==> src/rtl/bbg_pkg.sv <==
// ----------------------------------------------------------------------------
// bbg_pkg: shared types and constants of the 3x3 box blur
// Config register codes, stream payloads, queue entry format and the
// fixed-point constants of the nine-pixel mean.
// ----------------------------------------------------------------------------
package bbg_pkg;

  // Widths fixed by the register map and payload fields
  localparam int LINE_WIDTH_W   = 13;
  localparam int FRAME_HEIGHT_W = 16;
  localparam int PIXEL_W        = 8;
  localparam int HSUM_W         = 10;  // sum of three pixels
  localparam int NSUM_W         = 12;  // sum of nine pixels, plus rounding one
  localparam int ROW_W          = 16;
  localparam int COL_W          = 12;

  // Line store depth default
  localparam int MAX_WIDTH_DEF  = 4096;

  // Decoupling queue depth (power of two)
  localparam int QUEUE_DEPTH    = 4;

  // APB
  localparam int APB_ADDR_W     = 4;
  localparam int APB_DATA_W     = 32;

  // Register reset values
  localparam logic [LINE_WIDTH_W-1:0]   LINE_WIDTH_RST   = 13'd640;
  localparam logic [FRAME_HEIGHT_W-1:0] FRAME_HEIGHT_RST = 16'd480;
  localparam logic [PIXEL_W-1:0]        BORDER_VALUE_RST = 8'd0;

  // Mean of nine: (s * MEAN_MUL + MEAN_MUL) >> MEAN_SHIFT
  localparam int MEAN_SHIFT = 16;
  localparam int MEAN_MUL_I = 65536 / 9;
  localparam int MEAN_MUL_W = 13;
  localparam logic [MEAN_MUL_W-1:0] MEAN_MUL = MEAN_MUL_W'(MEAN_MUL_I);

  // Command codes
  localparam logic CMD_PIXEL = 1'b0;
  localparam logic CMD_DRAIN = 1'b1;

  // Register index (byte address / 4)
  typedef enum logic [1:0] {
    REG_LINE_WIDTH,
    REG_FRAME_HEIGHT,
    REG_BORDER_VALUE
  } reg_idx_e;

  typedef struct packed {
    logic [LINE_WIDTH_W-1:0]   line_width;
    logic [FRAME_HEIGHT_W-1:0] frame_height;
    logic [PIXEL_W-1:0]        border_value;
  } cfg_t;

  typedef struct packed {
    logic               command;
    logic [PIXEL_W-1:0] pixel_in;
  } in_item_t;

  typedef struct packed {
    logic [PIXEL_W-1:0] blurred;
    logic [ROW_W-1:0]   out_row;
    logic [COL_W-1:0]   out_col;
    logic               end_of_line;
    logic               end_of_frame;
    logic               last_of_run;
  } out_item_t;

  // One column operation handed from the front end to the back end.
  //   emit : produce a result from older + newer + hsum
  //   wr   : update the line stores of this column
  //   row0 : first row, older store takes the border sum
  typedef struct packed {
    logic              emit;
    logic              wr;
    logic              row0;
    logic [HSUM_W-1:0] hsum;
    logic [ROW_W-1:0]  out_row;
    logic              eol;
    logic              eof;
    logic              last;
  } col_op_t;

endpackage

==> src/rtl/bbg_fifo.sv <==
// ----------------------------------------------------------------------------
// bbg_fifo: short register queue
// Decouples the column sequencer from the line store pipeline.
// ----------------------------------------------------------------------------
module bbg_fifo #(
  parameter int WIDTH = 8,
  parameter int DEPTH = bbg_pkg::QUEUE_DEPTH,
  localparam int PW   = (DEPTH > 1) ? $clog2(DEPTH) : 1
) (
  input  logic             clk_i,
  input  logic             rst_ni,
  input  logic             push_i,
  input  logic [WIDTH-1:0] wdata_i,
  output logic             full_o,
  input  logic             pop_i,
  output logic [WIDTH-1:0] rdata_o,
  output logic             empty_o
);

  logic [WIDTH-1:0] slot_q [DEPTH];
  logic [PW-1:0]    wptr_q, rptr_q;
  logic [PW:0]      count_q;
  logic             do_push, do_pop;

  assign full_o  = (count_q == (PW+1)'(DEPTH));
  assign empty_o = (count_q == '0);
  assign do_push = push_i && !full_o;
  assign do_pop  = pop_i && !empty_o;
  assign rdata_o = slot_q[rptr_q];

  // Advance pointers and occupancy
  always_ff @(posedge clk_i or negedge rst_ni) begin
    if (!rst_ni) begin
      wptr_q  <= '0;
      rptr_q  <= '0;
      count_q <= '0;
    end else begin
      if (do_push) begin
        wptr_q <= (wptr_q == PW'(DEPTH - 1)) ? '0 : wptr_q + PW'(1);
      end
      if (do_pop) begin
        rptr_q <= (rptr_q == PW'(DEPTH - 1)) ? '0 : rptr_q + PW'(1);
      end
      if (do_push && !do_pop) begin
        count_q <= count_q + (PW+1)'(1);
      end else if (do_pop && !do_push) begin
        count_q <= count_q - (PW+1)'(1);
      end
    end
  end

  // Store entries
  always_ff @(posedge clk_i) begin
    if (do_push) begin
      slot_q[wptr_q] <= wdata_i;
    end
  end

endmodule

==> config.mk <==
export PLATFORM = sky130hd
export DESIGN_NAME = bbg_fifo
export DESIGN_NICKNAME = d
export VERILOG_FILES = /design/src/rtl/bbg_pkg.sv /design/src/rtl/bbg_fifo.sv
export SDC_FILE = /design/constraint.sdc
export NUM_CORES = 1
export LEC_CHECK = 0
export BUFFER_PORTS_ARGS = -buffer_cell sky130_fd_sc_hd__buf_2
export CAP_MARGIN = 20
export CELL_PAD_IN_SITES_DETAIL_PLACEMENT = 0
export CELL_PAD_IN_SITES_GLOBAL_PLACEMENT = 1
export CORE_MARGIN = 3
export CORE_UTILIZATION = 35
export DETAILED_ROUTE_END_ITERATION = 16
export PLACE_DENSITY_LB_ADDON = 0.1
export SYNTH_ARGS = -nofsm -noshare
export SYNTH_HDL_FRONTEND = slang
export SYNTH_SLANG_ARGS = --single-unit
export TNS_END_PERCENT = 1
==> constraint.sdc <==
create_clock -name clk_i -period 1.78 [get_ports clk_i]
set_clock_uncertainty 0.1 [all_clocks]
set_input_delay 0.356 -clock clk_i [delete_from_list [all_inputs] [get_ports clk_i]]
set_output_delay 0.356 -clock clk_i [all_outputs]
set_load 0.01 [all_outputs]
* After elaboration in Yosys (flattened, before gate mapping) *
Memories as Yosys holds them, arrays and structs flattened.
Cells that the tools add are included.

storage, ports and cells
  input port bits = 12
  logic and storage cells = 27
  output and inout bits = 10
  memories kept = 1
  memory bits (writable) = 32
  bits in registers = 7

memory list
  memory  words  width  rd ports  clocked after Yosys merged registers in  write ports  line            text
  slot_q  4      8      1         0                                        1            bbg_fifo.sv:20  logic [WIDTH-1:0] slot_q [DEPTH];

cells by class
  eq/ne operators = 3
  mux-type cells = 6
  reduce and logical (&&, ||, !) cells = 10
  add/sub/neg operators = 4

operators by type and width
  operator                                                             number
  3-bit 2-to-1 mux                                                     2
  2-bit by 1-bit adder with 2-bit output (second input constant)       2
  2-bit == test (second input constant)                                2
  1-bit logical AND                                                    4
  1-bit logical NOT                                                    4
  2-bit 2-to-1 mux                                                     2
  3-bit by 1-bit adder with 3-bit output (second input constant)       1
  3-bit == test (second input constant)                                1
  3-bit logical NOT                                                    1
  3-bit by 1-bit subtractor with 3-bit output (second input constant)  1
  1-bit 2-to-1 mux                                                     2
  2-bit nonzero test                                                   1

* Logic depth before layout (Yosys ltp) *
Gate-level depths: netlist of run 1.

  depth after elaboration = 7
  depth in mapped cells = 8
  gate-level depth less buffers = 8

* Worst setup path after synthesis of run 1 *
OpenSTA, ideal clock, no wires.

  kind = register to register
  start point = reg count_q[0]
  end point = reg count_q[2]
  arrival = 1.998 ns
  data required time = 1.601 ns
  buffers on the path = 0
  stages on the path, launching flop included = 9
  setup slack = -0.397 ns
  path through = dfrtp_1 nor3_1 nand2b_4 ha_1 inv_1 fa_1 xor2_1 nor2_1 xor2_1

on the way
  cells in the longest elaborated chain, start to end = 6
  elaborated cells between the ends (all ways) = 15

ends and longest elaborated chain
  item                                                    line            text
  start: declaration                                      bbg_fifo.sv:22  logic [PW:0] count_q;
  start signal: assignment                                bbg_fifo.sv:45  count_q <= count_q + (PW+1)'(1);
  start signal: assignment                                bbg_fifo.sv:47  count_q <= count_q - (PW+1)'(1);
  3-bit logical NOT (*)                                   bbg_fifo.sv:26  assign empty_o = (count_q == '0);
  via empty_o                                             bbg_fifo.sv:17  output logic empty_o
  1-bit logical NOT (*)                                   bbg_fifo.sv:28  assign do_pop = pop_i && !empty_o;
  1-bit logical AND (*)                                   bbg_fifo.sv:28
  1-bit logical NOT                                       bbg_fifo.sv:44  if (do_push && !do_pop) begin
  1-bit logical AND                                       bbg_fifo.sv:44
  3-bit 2-to-1 mux or 2-bit nonzero test (tied branches)  -

Mark *: on every way through the listed nets, which the timed path passes. The rest lies on a longest branch. The select of a mux whose other input is x is not followed.
A chain may end at the register's enable or synchronous reset.

* Worst setup path in the final report of run 1 *
  start point = reg rptr_q[0]
  end point = out rdata_o[6]

on the way
  cells in the longest elaborated chain, start to end = 1

ends and longest elaborated chain
  item                      line            text
  start: declaration        bbg_fifo.sv:21  logic [PW-1:0] wptr_q, rptr_q;
  start signal: assignment  bbg_fifo.sv:42  rptr_q <= (rptr_q == PW'(DEPTH - 1)) ? '0 : rptr_q + PW'(1);
  memory 4 x 8 bit          -
  end: declaration          bbg_fifo.sv:16  output logic [WIDTH-1:0] rdata_o,

Every way passes these cells.

==> metrics.md, run 1 <==
| Metric | Value |
|---|---|
| Run status | finished with violations |
| Violations in the final reports | negative setup slack |
| Pre-Repair DR Iteration Count | 4 |
| Worst hold slack across all endpoints | roughly 180 ps |
| Average size of a mapped cell | 20.5 µm² |
| Placeable core region | 0.00441 mm² |
| TritonCTS clock tree | yes |
| Setup repair after global routing missed its margin | yes |
| Worst setup margin | -142 ps |
| Final critical-path share of the clock period | 108% |
| Warnings from Yosys | 0 |
| Max IR drop VDD | 0.726 mV |
| Placement Setup Slack | -141 ps |
| Weighted congestion at the end of routability-driven global placement | 0.710 |
| Total power divided by cell area | 1600 mW/mm² |
| Half-perimeter wire length of the detailed placement result | around 1900 µm |
| Setup TNS Final | -1190 ps |
| Area grow syn2layout | 28.7% |
| Combined global-route utilization of all metal layers | 11.1% |
| Pin count of the biggest net entering global routing | 13 |
| Max Cap Violations | 0 |
| Final design instance area without fill | 0.00208 mm² |
| Wirelength per Cell | 15.0 µm |
| Total Routed Length | 2630 µm |
| First-pass GRT wire length | 4270 µm |
| Die ar. | 0.00547 mm² |
| Placed Instance Area | 0.00195 mm² |
| Residual DRC count | 0 |
| Synth cell count leaders | 32 x sky130_fd_sc_hd__edfxtp_1, 8 x sky130_fd_sc_hd__mux4_2, 7 x sky130_fd_sc_hd__dfrtp_1, 6 x sky130_fd_sc_hd__ha_1 |
| Number of endpoints failing setup at the final stage | 10 |
| Vias post-DR | about 820 |
| Buffer depth of the longest clock path | 2 |
| Crit end category | primary output |
| EDFF count, synth | 32 |
| Most used standard cell by instance count after synthesis | sky130_fd_sc_hd__edfxtp_1 |
| Routed vias/inst | 4.66 |
| Clock slew at the register clock pins of the worst setup and hold paths | roughly 70 ps |
| Maximum operating frequency | 520 MHz |
| I/O pin count | 22 |
| Starting density of the core | 36.6% |
| Horiz. Die Dim | about 74 µm |
| Total overflow reported by the global router | 0 |
| Syn Inst Count | ~80 |
| Top flip-flop cell by instance count after synthesis | sky130_fd_sc_hd__edfxtp_1 |
| FFs w/ async S/R, synth | 17.9% |
| Critical path peak fanout | 6 |
| Worst-path cell chain | buf_6 > mux4_2 > buf_6 |
| Starting DRC count in detailed routing | 13 |
| Dominant cell type by count on the critical path | sky130_fd_sc_hd__buf_6 |
| Number of hold-slack violations in the final timing report | 0 |
| Proportion of layout cells with a drive suffix above 1 | 52.8% |
| Startpoint-to-endpoint class of the critical path | reg2out |
| Crit-path slowest cell | sky130_fd_sc_hd__mux4_2 |
| Sink count of the clock tree | 39 |
| Endpoint required time on the critical path | 1320 ps |
| Class of the most critical hold timing path | in2reg |
| Number of nets in the layout | 141 |
| Distinct cell type count of the synthesized netlist | 19 |
| Clock period minus final worst setup slack | 1920 ps |
| Synthesized Nets | 98 |
| Remaining antenna violation count after routing | 0 |
| Worst stage delay on the critical path | 520 ps |
| Number of global-route vias before repair | around 850 |
| H-tree levels | 2 |
| Count of state elements after synthesis | 39 |
| Static power due to leakage | just over 0.8 nW |
| Number of rows created at floorplan | 24 |
| Total CTS buffers | 5 |
| Sequential area share after synthesis | 70.2% |
| Worst endpoint data arrival time | approximately 1500 ps |
| Y dimension of the die | roughly 74 µm |
| Buffer cell driving the clock tree root | sky130_fd_sc_hd__clkbuf_8 |
| Top cell type by total area after synthesis | sky130_fd_sc_hd__edfxtp_1 |
| Number of antenna repair diodes | 0 |
| Setup crit start kind | register |
| Rel. slew slack | between 70% and 80% |
| Worst slew pin tran | ~430 ps |
| Final max-slew violation count | 0 |
| Cells taking the most area after synthesis | sky130_fd_sc_hd__edfxtp_1 59%, sky130_fd_sc_hd__mux4_2 11%, sky130_fd_sc_hd__dfrtp_1 11% |
| Share of the synthesized area in the top cell type | 59.4% |
| Number of antenna violations at the first check in global routing | 0 |
| Synthesized cell area | 0.00162 mm² |
| Clock latency on the worst-skew pair | between 200 and 300 ps |
| Number of I/O port buffers | 21 |
layout make-up:
class,count,area (µm²)
Clock buffer,5,68.8
Clock inverter,3,15.0
Fill cell,374,2330
Inverter,3,11.3
Multi-Input combinational cell,35,488
Sequential cell,39,1140
Tap cell,52,65.1
Timing Repair Buffer,38,295
registers in the layout, summed over array words and instances (netlist names):
register / flops
count_q: 3
rptr_q: 2
slot_q: 32
wptr_q: 2
per-layer routing:
layer  up-vias  part of all wire (%)  global-route usage [%]
li1        389                     -                       -
met1       402                    42                    12.6
met2        18                    52                    18.6
met3         7                   4.6                    4.59
met4         0                   1.7                    4.23
met5         -                     0                       0
critical path: cells and delay by family (launching register included):
kind / cells / cell delay, ps
mux: 1 / 520
flops: 1 / 370
buf+inv: 2 / 290
path summary, 6_finish.rpt:
path                            startpoint           end  slack, ps  depth (start not counted)
worst max-delay path             rptr_q[0]    rdata_o[6]       -140                          3
worst min-delay path            wdata_i[7]  slot_q[3][7]        180                          1
worst max register to register  count_q[1]    count_q[1]       -120                          6
worst min register to register   wptr_q[1]     wptr_q[1]        490                          1
max in group asynchronous           rst_ni    count_q[1]       1060                          2
min in group asynchronous           rst_ni     wptr_q[0]        340                          2
through the flow:
stage          cells  util (%)  total power [mW]
2_1_floorplan     79         -              2.20
3_3_place_gp     165      44.3              2.73
3_5_place_dp     165      44.3              2.75
4_1_cts          174      46.5              3.34
5_1_grt          175      47.2              3.58
6_report         175      47.2              3.34
timing repair:
item,CTS,global route
cloned,0,0
buffers inserted,0,1
hold endpoints to repair,7,0
gates resized for setup,2,5
hold buffers,1,0
pin swaps,0,4
endpoints found under the setup margin,11,11
power breakdown:
part           internal [mW]  switching (mW)  leakage, nW
clock                  0.266           0.292       0.0392
sequential              1.24           0.174        0.373
combinational          0.835           0.535        0.394
cell usage in the layout (no fill, tap or decap), types with 3 or more instances in the layout:
master                     instances
sky130_fd_sc_hd__and2_1            3
sky130_fd_sc_hd__ha_1              5
sky130_fd_sc_hd__nor2_1            4
sky130_fd_sc_hd__buf_6             4
sky130_fd_sc_hd__clkbuf_8          5
sky130_fd_sc_hd__mux4_2            8
sky130_fd_sc_hd__dfrtp_1           5
sky130_fd_sc_hd__buf_4            12
sky130_fd_sc_hd__mux2_4            4
sky130_fd_sc_hd__buf_12            3
sky130_fd_sc_hd__buf_2            18
sky130_fd_sc_hd__edfxtp_1         32
cells by family (layout without fill, tap and decap cells):
logic type | count (synthesis) | after routing | synth area share [%]
flip-flops | 39 | 39 | 70.2
adder cells (fa/ha/maj) | 7 | 7 | 5.88
multiplexers | 13 | 13 | 15.5
AND/OR/NAND/NOR | 12 | 12 | 5.49
buffers and inverters | 5 | 49 | 1.24
XOR/XNOR | 3 | 3 | 1.62
Power figures use the tool's default switching activity.
==> run 2, diff against run 1 <==
--- a/config.mk
+++ b/config.mk
@@ -13,6 +13,7 @@
 export CORE_UTILIZATION = 35
 export DETAILED_ROUTE_END_ITERATION = 16
 export PLACE_DENSITY_LB_ADDON = 0.1
+export RECOVER_POWER = 100
 export SYNTH_ARGS = -nofsm -noshare
 export SYNTH_HDL_FRONTEND = slang
 export SYNTH_SLANG_ARGS = --single-unit
==> run 2 against run 1 <==
Net effect:
- the flow still finishes with violations (negative setup slack)
- utilization is 0.48 points lower
- critical endpoint unchanged
- power is 0.63% lower
- largest power group unchanged
- die area stayed put
- critical path type unchanged
==> metrics.md, run 2 (same netlist as run 1, synthesis figures left out) <==
| Metric | Value |
|---|---|
| Worst endpoint data arrival time | 1460 ps (about the same) |
| Switching part of the total power | 30.0% (+0.11 points) |
| Worst hold slack across all endpoints | 221 ps (+37.6 ps) |
| Sink count of the clock tree | 39 (unchanged) |
| Static power due to leakage | 0.773 nW (-4.2%) |
| Terminus of the critical flop-to-flop path | count_q[1] |
| Number of nets in the layout | 141 (unchanged) |
| Startpoint of the most critical register-to-register path | count_q[1] |
| Number of I/O port buffers | 21 (unchanged) |
| Worst Hold Path EP | slot_q[3][7] |
| Hold Path Depth | 1 (unchanged) |
| Starting density of the core | 36.6% (unchanged) |
| Proportion of layout cells with a drive suffix above 1 | 43.9% (-8.9 points) |
| Run status | finished with violations |
| Hold Startpoint | wdata_i[7] |
| Residual DRC count | 0 (unchanged) |
| Total Routed Length | 2630 µm (about the same) |
| Rel. slew slack | 70.4% (-0.68 points) |
| Setup repair after global routing missed its margin | yes |
| Buffer depth of the longest clock path | 2 (unchanged) |
| Total power divided by cell area | 1610 mW/mm² (+0.39%) |
| Crit end category | primary output |
| Critical path peak fanout | 6 (unchanged) |
| Worst slew pin tran | 445 ps (+10.2 ps) |
| Routed vias/inst | 4.67 (+0.12%) |
| I/O pin count | 22 (unchanged) |
| Overall power after layout | 3.32 mW (-0.63%) |
| Combined global-route utilization of all metal layers | 11.1% (unchanged) |
| Number of rows created at floorplan | 24 (unchanged) |
| Y dimension of the die | 74.0 µm (unchanged) |
| Buffer cell driving the clock tree root | sky130_fd_sc_hd__clkbuf_8 |
| Total overflow reported by the global router | 0 (unchanged) |
| TritonCTS clock tree | yes |
| Endpoint required time on the critical path | 1320 ps (about the same) |
| Pin count of the biggest net entering global routing | 13 (unchanged) |
| Die ar. | 0.00547 mm² (unchanged) |
| Area grow syn2layout | 27.4% |
| Combinational power share | 40.7% (-0.3 points) |
| Wirelength per Cell | 15.0 µm (about the same) |
| Top Registers | slot_q: 32 flops, count_q: 3 flops |
| Clock period minus final worst setup slack | 1920 ps (-1.45 ps) |
| Pre-Repair DR Iteration Count | 4 (unchanged) |
| Clock Power Share | 16.7% (about the same) |
| Clock latency on the worst-skew pair | 280 ps (about the same) |
| Commonest cells after routing, fill and taps aside | 32 x sky130_fd_sc_hd__edfxtp_1, 11 x sky130_fd_sc_hd__clkbuf_1, 9 x sky130_fd_sc_hd__buf_2 |
| Setup crit start kind | register |
| Number of antenna violations at the first check in global routing | 0 (unchanged) |
| Startpoint-to-endpoint class of the critical path | reg2out |
| Half-perimeter wire length of the detailed placement result | 1860 µm (unchanged) |
| Remaining antenna violation count after routing | 0 (unchanged) |
| Number of endpoints failing setup at the final stage | 16 (+6) |
| Final critical-path share of the clock period | 108% (about the same) |
| Worst setup margin | -140 ps (+1.45 ps) |
| First-pass GRT wire length | 4270 µm (unchanged) |
| Number of antenna repair diodes | 0 (unchanged) |
| Most common cell after layout, fill and taps aside | sky130_fd_sc_hd__edfxtp_1 |
| Placeable core region | 0.00441 mm² (unchanged) |
| Internal Pwr Total | 2.32 mW (-0.78%) |
| Power spent charging and discharging nets | 997 µW (-0.27%) |
| Total CTS buffers | 5 (unchanged) |
| Violations in the final reports | negative setup slack |
| Number of hold-slack violations in the final timing report | 0 (unchanged) |
| Clock slew at the register clock pins of the worst setup and hold paths | 70 ps (about the same) |
| Number of global-route vias before repair | 851 (unchanged) |
| Setup slack of the most critical reg-to-reg path | -110 ps (about the same) |
| Maximum operating frequency | 521 MHz (about the same) |
| Final max-slew violation count | 0 (unchanged) |
| Number of flip-flops under the largest register name | 32 (unchanged) |
| Starting DRC count in detailed routing | 12 (-1) |
| Worst reg2reg path depth | 6 (unchanged) |
| Vias post-DR | 817 (+0.12%) |
| Class of the most critical hold timing path | in2reg |
| Horiz. Die Dim | 74.0 µm (unchanged) |
| Setup TNS Final | -1180 ps (+12.3 ps) |
| Max IR drop VDD | 0.724 mV (-0.28%) |
| Sequential share of power | 42.6% (+0.3 points) |
| Max Cap Violations | 0 (unchanged) |
| Placement Setup Slack | -141 ps (unchanged) |
| Most flops, register | slot_q |
| Weighted congestion at the end of routability-driven global placement | 0.710 (unchanged) |
| H-tree levels | 2 (unchanged) |
run 2: worst max path at each step:
stage | start | to | depth (start not counted)
floorplan | count_q[0] | count_q[2] | 8
global placement | count_q[2] | count_q[2] | 8
detailed placement | count_q[2] | count_q[2] | 8
CTS | rptr_q[0] | rdata_o[6] | 3
global route | rptr_q[0] | rdata_o[6] | 3
finish | rptr_q[0] | rdata_o[6] | 3
run 2: power groups by stage:
stage               registers [mW]  clock network [mW]  logic, mW
floorplan                     1.37                   0      0.827
global placement              1.43                   0       1.30
detailed placement            1.44                   0       1.31
CTS                           1.43               0.585       1.33
global route                  1.45               0.633       1.48
finish                        1.41               0.556       1.35
run 2: area by class of cell:
cell class                      count  area [µm²]
Clock buffer                        5        68.8
Timing Repair Buffer               38         274
Inverter                            3        11.3
Tap cell                           52        65.1
Fill cell                         382        2350
Sequential cell                    39        1140
Clock inverter                      3        15.0
Multi-Input combinational cell     35         488
run 2: metrics by stage:
stage               cell area, µm²  instances  utilization (%)
floorplan                     1640         79                -
global placement              1950        165             44.3
detailed placement            1950        165             44.3
CTS                           2050        174             46.5
global route                  2060        175             46.7
finish                        2060        175             46.7
run 2: layer usage:
metal  up-vias  routed length [µm]  global-route usage, %
li1        390                   -                      -
met1       404                1110                   12.6
met2        16                1370                   18.6
met3         7                 107                   4.59
met4         0                  44                   4.23
met5         -                   0                      0
run 2: critical path: stages (launching register included):
cell	delay (ps)
sky130_fd_sc_hd__dfrtp_1	370
sky130_fd_sc_hd__buf_6	150
sky130_fd_sc_hd__mux4_2	520
sky130_fd_sc_hd__buf_6	140
run 2: what timing repair did:
action                     in CTS  in global routing
gates resized for setup         2                  5
pin swaps                       0                  4
hold endpoints to repair        7                  0
setup endpoints to repair      11                 11
hold buffers                    1                  0
buffers inserted                0                  1
==> run 3, diff against run 2 <==
==> constraint.sdc (replaced) <==
create_clock -name clk_i -period 2.26 [get_ports clk_i]
set_clock_uncertainty 0.1 [all_clocks]
set_input_delay 0.452 -clock clk_i [delete_from_list [all_inputs] [get_ports clk_i]]
set_output_delay 0.452 -clock clk_i [all_outputs]
set_load 0.01 [all_outputs]
==> run 3 against run 2 <==
Net effect:
- the run now ends clean
- clock power shrank 22%
- power decreased by 30%
- largest cell class unchanged
- sequential share of layout area increased by 6.1 points
- flip-flop and latch count unchanged
- global-route usage is 0.71 points lower
- critical path type is now reg2reg
- hold slack improved by 120 ps
- wire length fell by 1.9%
- count of clock-buffer cells in the layout is 2 higher
- register-to-register slack improved by 290 ps
- design area is 10% lower
- utilization is 4.7 points lower
==> metrics.md, run 3 (same netlist as run 1, synthesis figures left out) <==
| Metric | Value |
|---|---|
| Number of nets in the layout | 127 (-9.9%) |
| Pin count of the biggest net entering global routing | 12 (-1) |
| Dominant cell type by count on the critical path | sky130_fd_sc_hd__xor2_1 |
| Terminus of the critical flop-to-flop path | count_q[2] |
| Sink count of the clock tree | 39 (unchanged) |
| Bufs and invs on worst path | 1 (-1) |
| Hold Path Depth | 1 (unchanged) |
| Static power due to leakage | 0.658 nW (-15%) |
| Kind of cell adding the most delay to the critical path | adder cells |
| Worst slew pin tran | 868 ps (+424 ps) |
| Placeable core region | 0.00441 mm² (unchanged) |
| Number of global-route vias before repair | 806 (-5.3%) |
| Total power divided by cell area | 1250 mW/mm² (-23%) |
| Number of flip-flops under the largest register name | 32 (unchanged) |
| Number of rows created at floorplan | 24 (unchanged) |
| Worst setup margin | 179 ps (+319 ps) |
| Power spent charging and discharging nets | 722 µW (-28%) |
| Critical path peak fanout | 4 (-2) |
| Remaining antenna violation count after routing | 0 (unchanged) |
| Most common cell after layout, fill and taps aside | sky130_fd_sc_hd__edfxtp_1 |
| Worst-path cell chain | nor3_1 > nand2b_4 > ha_1 > inv_1 > fa_1 > xor2_1 > nor2_1 > xor2_1 |
| Number of antenna repair diodes | 0 (unchanged) |
| Buffer cell driving the clock tree root | sky130_fd_sc_hd__clkbuf_8 |
| Buffers inserted during post-CTS setup optimization | 0 (unchanged) |
| Placed Instance Area | 0.00179 mm² (-8.2%) |
| Total overflow reported by the global router | 0 (unchanged) |
| Number of antenna violations at the first check in global routing | 0 (unchanged) |
| Final max-slew violation count | 0 (unchanged) |
| Launching element of the worst setup path | count_q[0] |
| Clock latency on the worst-skew pair | 280 ps (about the same) |
| Pre-Repair DR Iteration Count | 4 (unchanged) |
| Clock slew at the register clock pins of the worst setup and hold paths | 70 ps (about the same) |
| Number of hold-slack violations in the final timing report | 0 (unchanged) |
| Weighted congestion at the end of routability-driven global placement | 0.664 (-6.4%) |
| Max IR drop VDD | 0.484 mV (-33%) |
| Starting DRC count in detailed routing | 30 (+18) |
| Clock period minus final worst setup slack | 2080 ps |
| Setup crit start kind | register |
| Proportion of layout cells with a drive suffix above 1 | 22.9% (-21 points) |
| Total Routed Length | 2580 µm (-1.9%) |
| Setup TNS Final | 0 ps (+1180 ps) |
| Crit end category | register |
| Placement Setup Slack | 167 ps (+308 ps) |
| Class of the most critical hold timing path | in2reg |
| Vias post-DR | 781 (-4.4%) |
| Area grow syn2layout | 14.5% |
| Sequential share of power | 47.8% (+5.2 points) |
| Max Cap Violations | 0 (unchanged) |
| Most flops, register | slot_q |
| Run status | finished clean |
| Setup repair after global routing missed its margin | no |
| Combinational power share | 33.5% (-7.2 points) |
| First-pass GRT wire length | 4000 µm (-6.5%) |
| Total CTS buffers | 5 (unchanged) |
| Worst hold slack across all endpoints | 343 ps (+122 ps) |
| Switching part of the total power | 31.2% (+1.2 points) |
| TritonCTS clock tree | yes |
| Total of cells resized after clock tree synthesis | 0 (-2) |
| Endpoint required time on the critical path | 2370 ps (+1050 ps) |
| Die ar. | 0.00547 mm² (unchanged) |
| Starting density of the core | 36.6% (unchanged) |
| H-tree levels | 2 (unchanged) |
| Wirelength per Cell | 16.0 µm (+6.6%) |
| Y dimension of the die | 74.0 µm (unchanged) |
| Horiz. Die Dim | 74.0 µm (unchanged) |
| Number of I/O port buffers | 21 (unchanged) |
| Startpoint of the most critical register-to-register path | count_q[0] |
| Combined global-route utilization of all metal layers | 10.4% (-0.71 points) |
| Startpoint-to-endpoint class of the critical path | reg2reg |
| Residual DRC count | 0 (unchanged) |
| CP Capture Point | count_q[2] |
| Internal Pwr Total | 1.59 mW (-32%) |
| Worst stage delay on the critical path | 460 ps (-60 ps) |
| Number of endpoints failing setup at the final stage | 0 (-16) |
| Final design instance area without fill | 0.00185 mm² (-10%) |
| Setup slack of the most critical reg-to-reg path | 180 ps (+290 ps) |
| Buffer depth of the longest clock path | 2 (unchanged) |
| Final critical-path share of the clock period | 92.1% |
| Half-perimeter wire length of the detailed placement result | 1790 µm (-3.5%) |
| Worst endpoint data arrival time | 2190 ps (+730 ps) |
| Commonest cells after routing, fill and taps aside | 32 x sky130_fd_sc_hd__edfxtp_1, 20 x sky130_fd_sc_hd__clkbuf_1, 8 x sky130_fd_sc_hd__mux4_2 |
| Rel. slew slack | 41.9% (-28 points) |
| I/O pin count | 22 (unchanged) |
| Maximum operating frequency | 480 MHz |
| Layout Utilization | 42.0% (-4.7 points) |
| Worst reg2reg path depth | 8 (+2) |
| Routed vias/inst | 4.85 (+3.9%) |
| Stages on the worst setup path | 8 (+5) |
| Crit-path slowest cell | sky130_fd_sc_hd__dfrtp_1 |
| Clock Power Share | 18.7% (+2.0 points) |
| Top Registers | slot_q: 32 flops, count_q: 3 flops |
run 3: stage by stage:
stage	power, mW	std cells
finish	2.31	161
global route	2.48	161
CTS	2.42	161
detailed placement	1.97	152
global placement	1.96	152
floorplan	1.70	79
run 3: worst min path at each step:
stage / start / end / slack, ps
after CTS: wdata_i[2] / slot_q[3][2] / 280
after detailed placement: rst_ni / count_q[1] / 200
after global placement: rst_ni / count_q[0] / 200
after floorplan: rst_ni / count_q[0] / 60
final: wdata_i[5] / slot_q[1][5] / 340
after global routing: wdata_i[2] / slot_q[3][2] / 350
run 3: worst register-to-register path, cell delays in order (launching register included):
cell and delay (ps):
sky130_fd_sc_hd__dfrtp_1 460, sky130_fd_sc_hd__nor3_1 250, sky130_fd_sc_hd__nand2b_4 190, sky130_fd_sc_hd__ha_1 180, sky130_fd_sc_hd__inv_1 60, sky130_fd_sc_hd__fa_1 370
sky130_fd_sc_hd__xor2_1 150, sky130_fd_sc_hd__nor2_1 100, sky130_fd_sc_hd__xor2_1 150
run 3: repair_timing:
action                                  4_1_cts  5_1_grt
endpoints found under the hold margin         7        0
hold buffers                                  1        0
endpoints found under the setup margin        0        0
run 3: final cells by class:
cell class	count	area, µm²
Clock buffer	7	76.3
Clock inverter	1	5.00
Fill cell	405	2560
Inverter	3	11.3
Multi-Input combinational cell	35	454
Sequential cell	39	1140
Tap cell	52	65.1
Timing Repair Buffer	24	105
run 3: power by group through the flow:
stage	registers (mW)	logic [mW]	clock network, mW
2_1_floorplan	1.06	0.633	0
3_3_place_gp	1.12	0.842	0
3_5_place_dp	1.13	0.840	0
4_1_cts	1.11	0.853	0.459
5_1_grt	1.13	0.865	0.481
6_report	1.10	0.774	0.433
run 3: routing by layer:
| layer | share of wire (%) | up-vias | wire length [µm] | GRT usage, % |
|---|---|---|---|---|
| met2 | 51 | 16 | 1310 | 17.4 |
| met3 | 5.0 | 4 | 128 | 4.05 |
| met1 | 43 | 403 | 1110 | 11.9 |
| met5 | 0 | - | 0 | 0 |
| li1 | - | 358 | - | - |
| met4 | 1.3 | 0 | 34 | 4.23 |
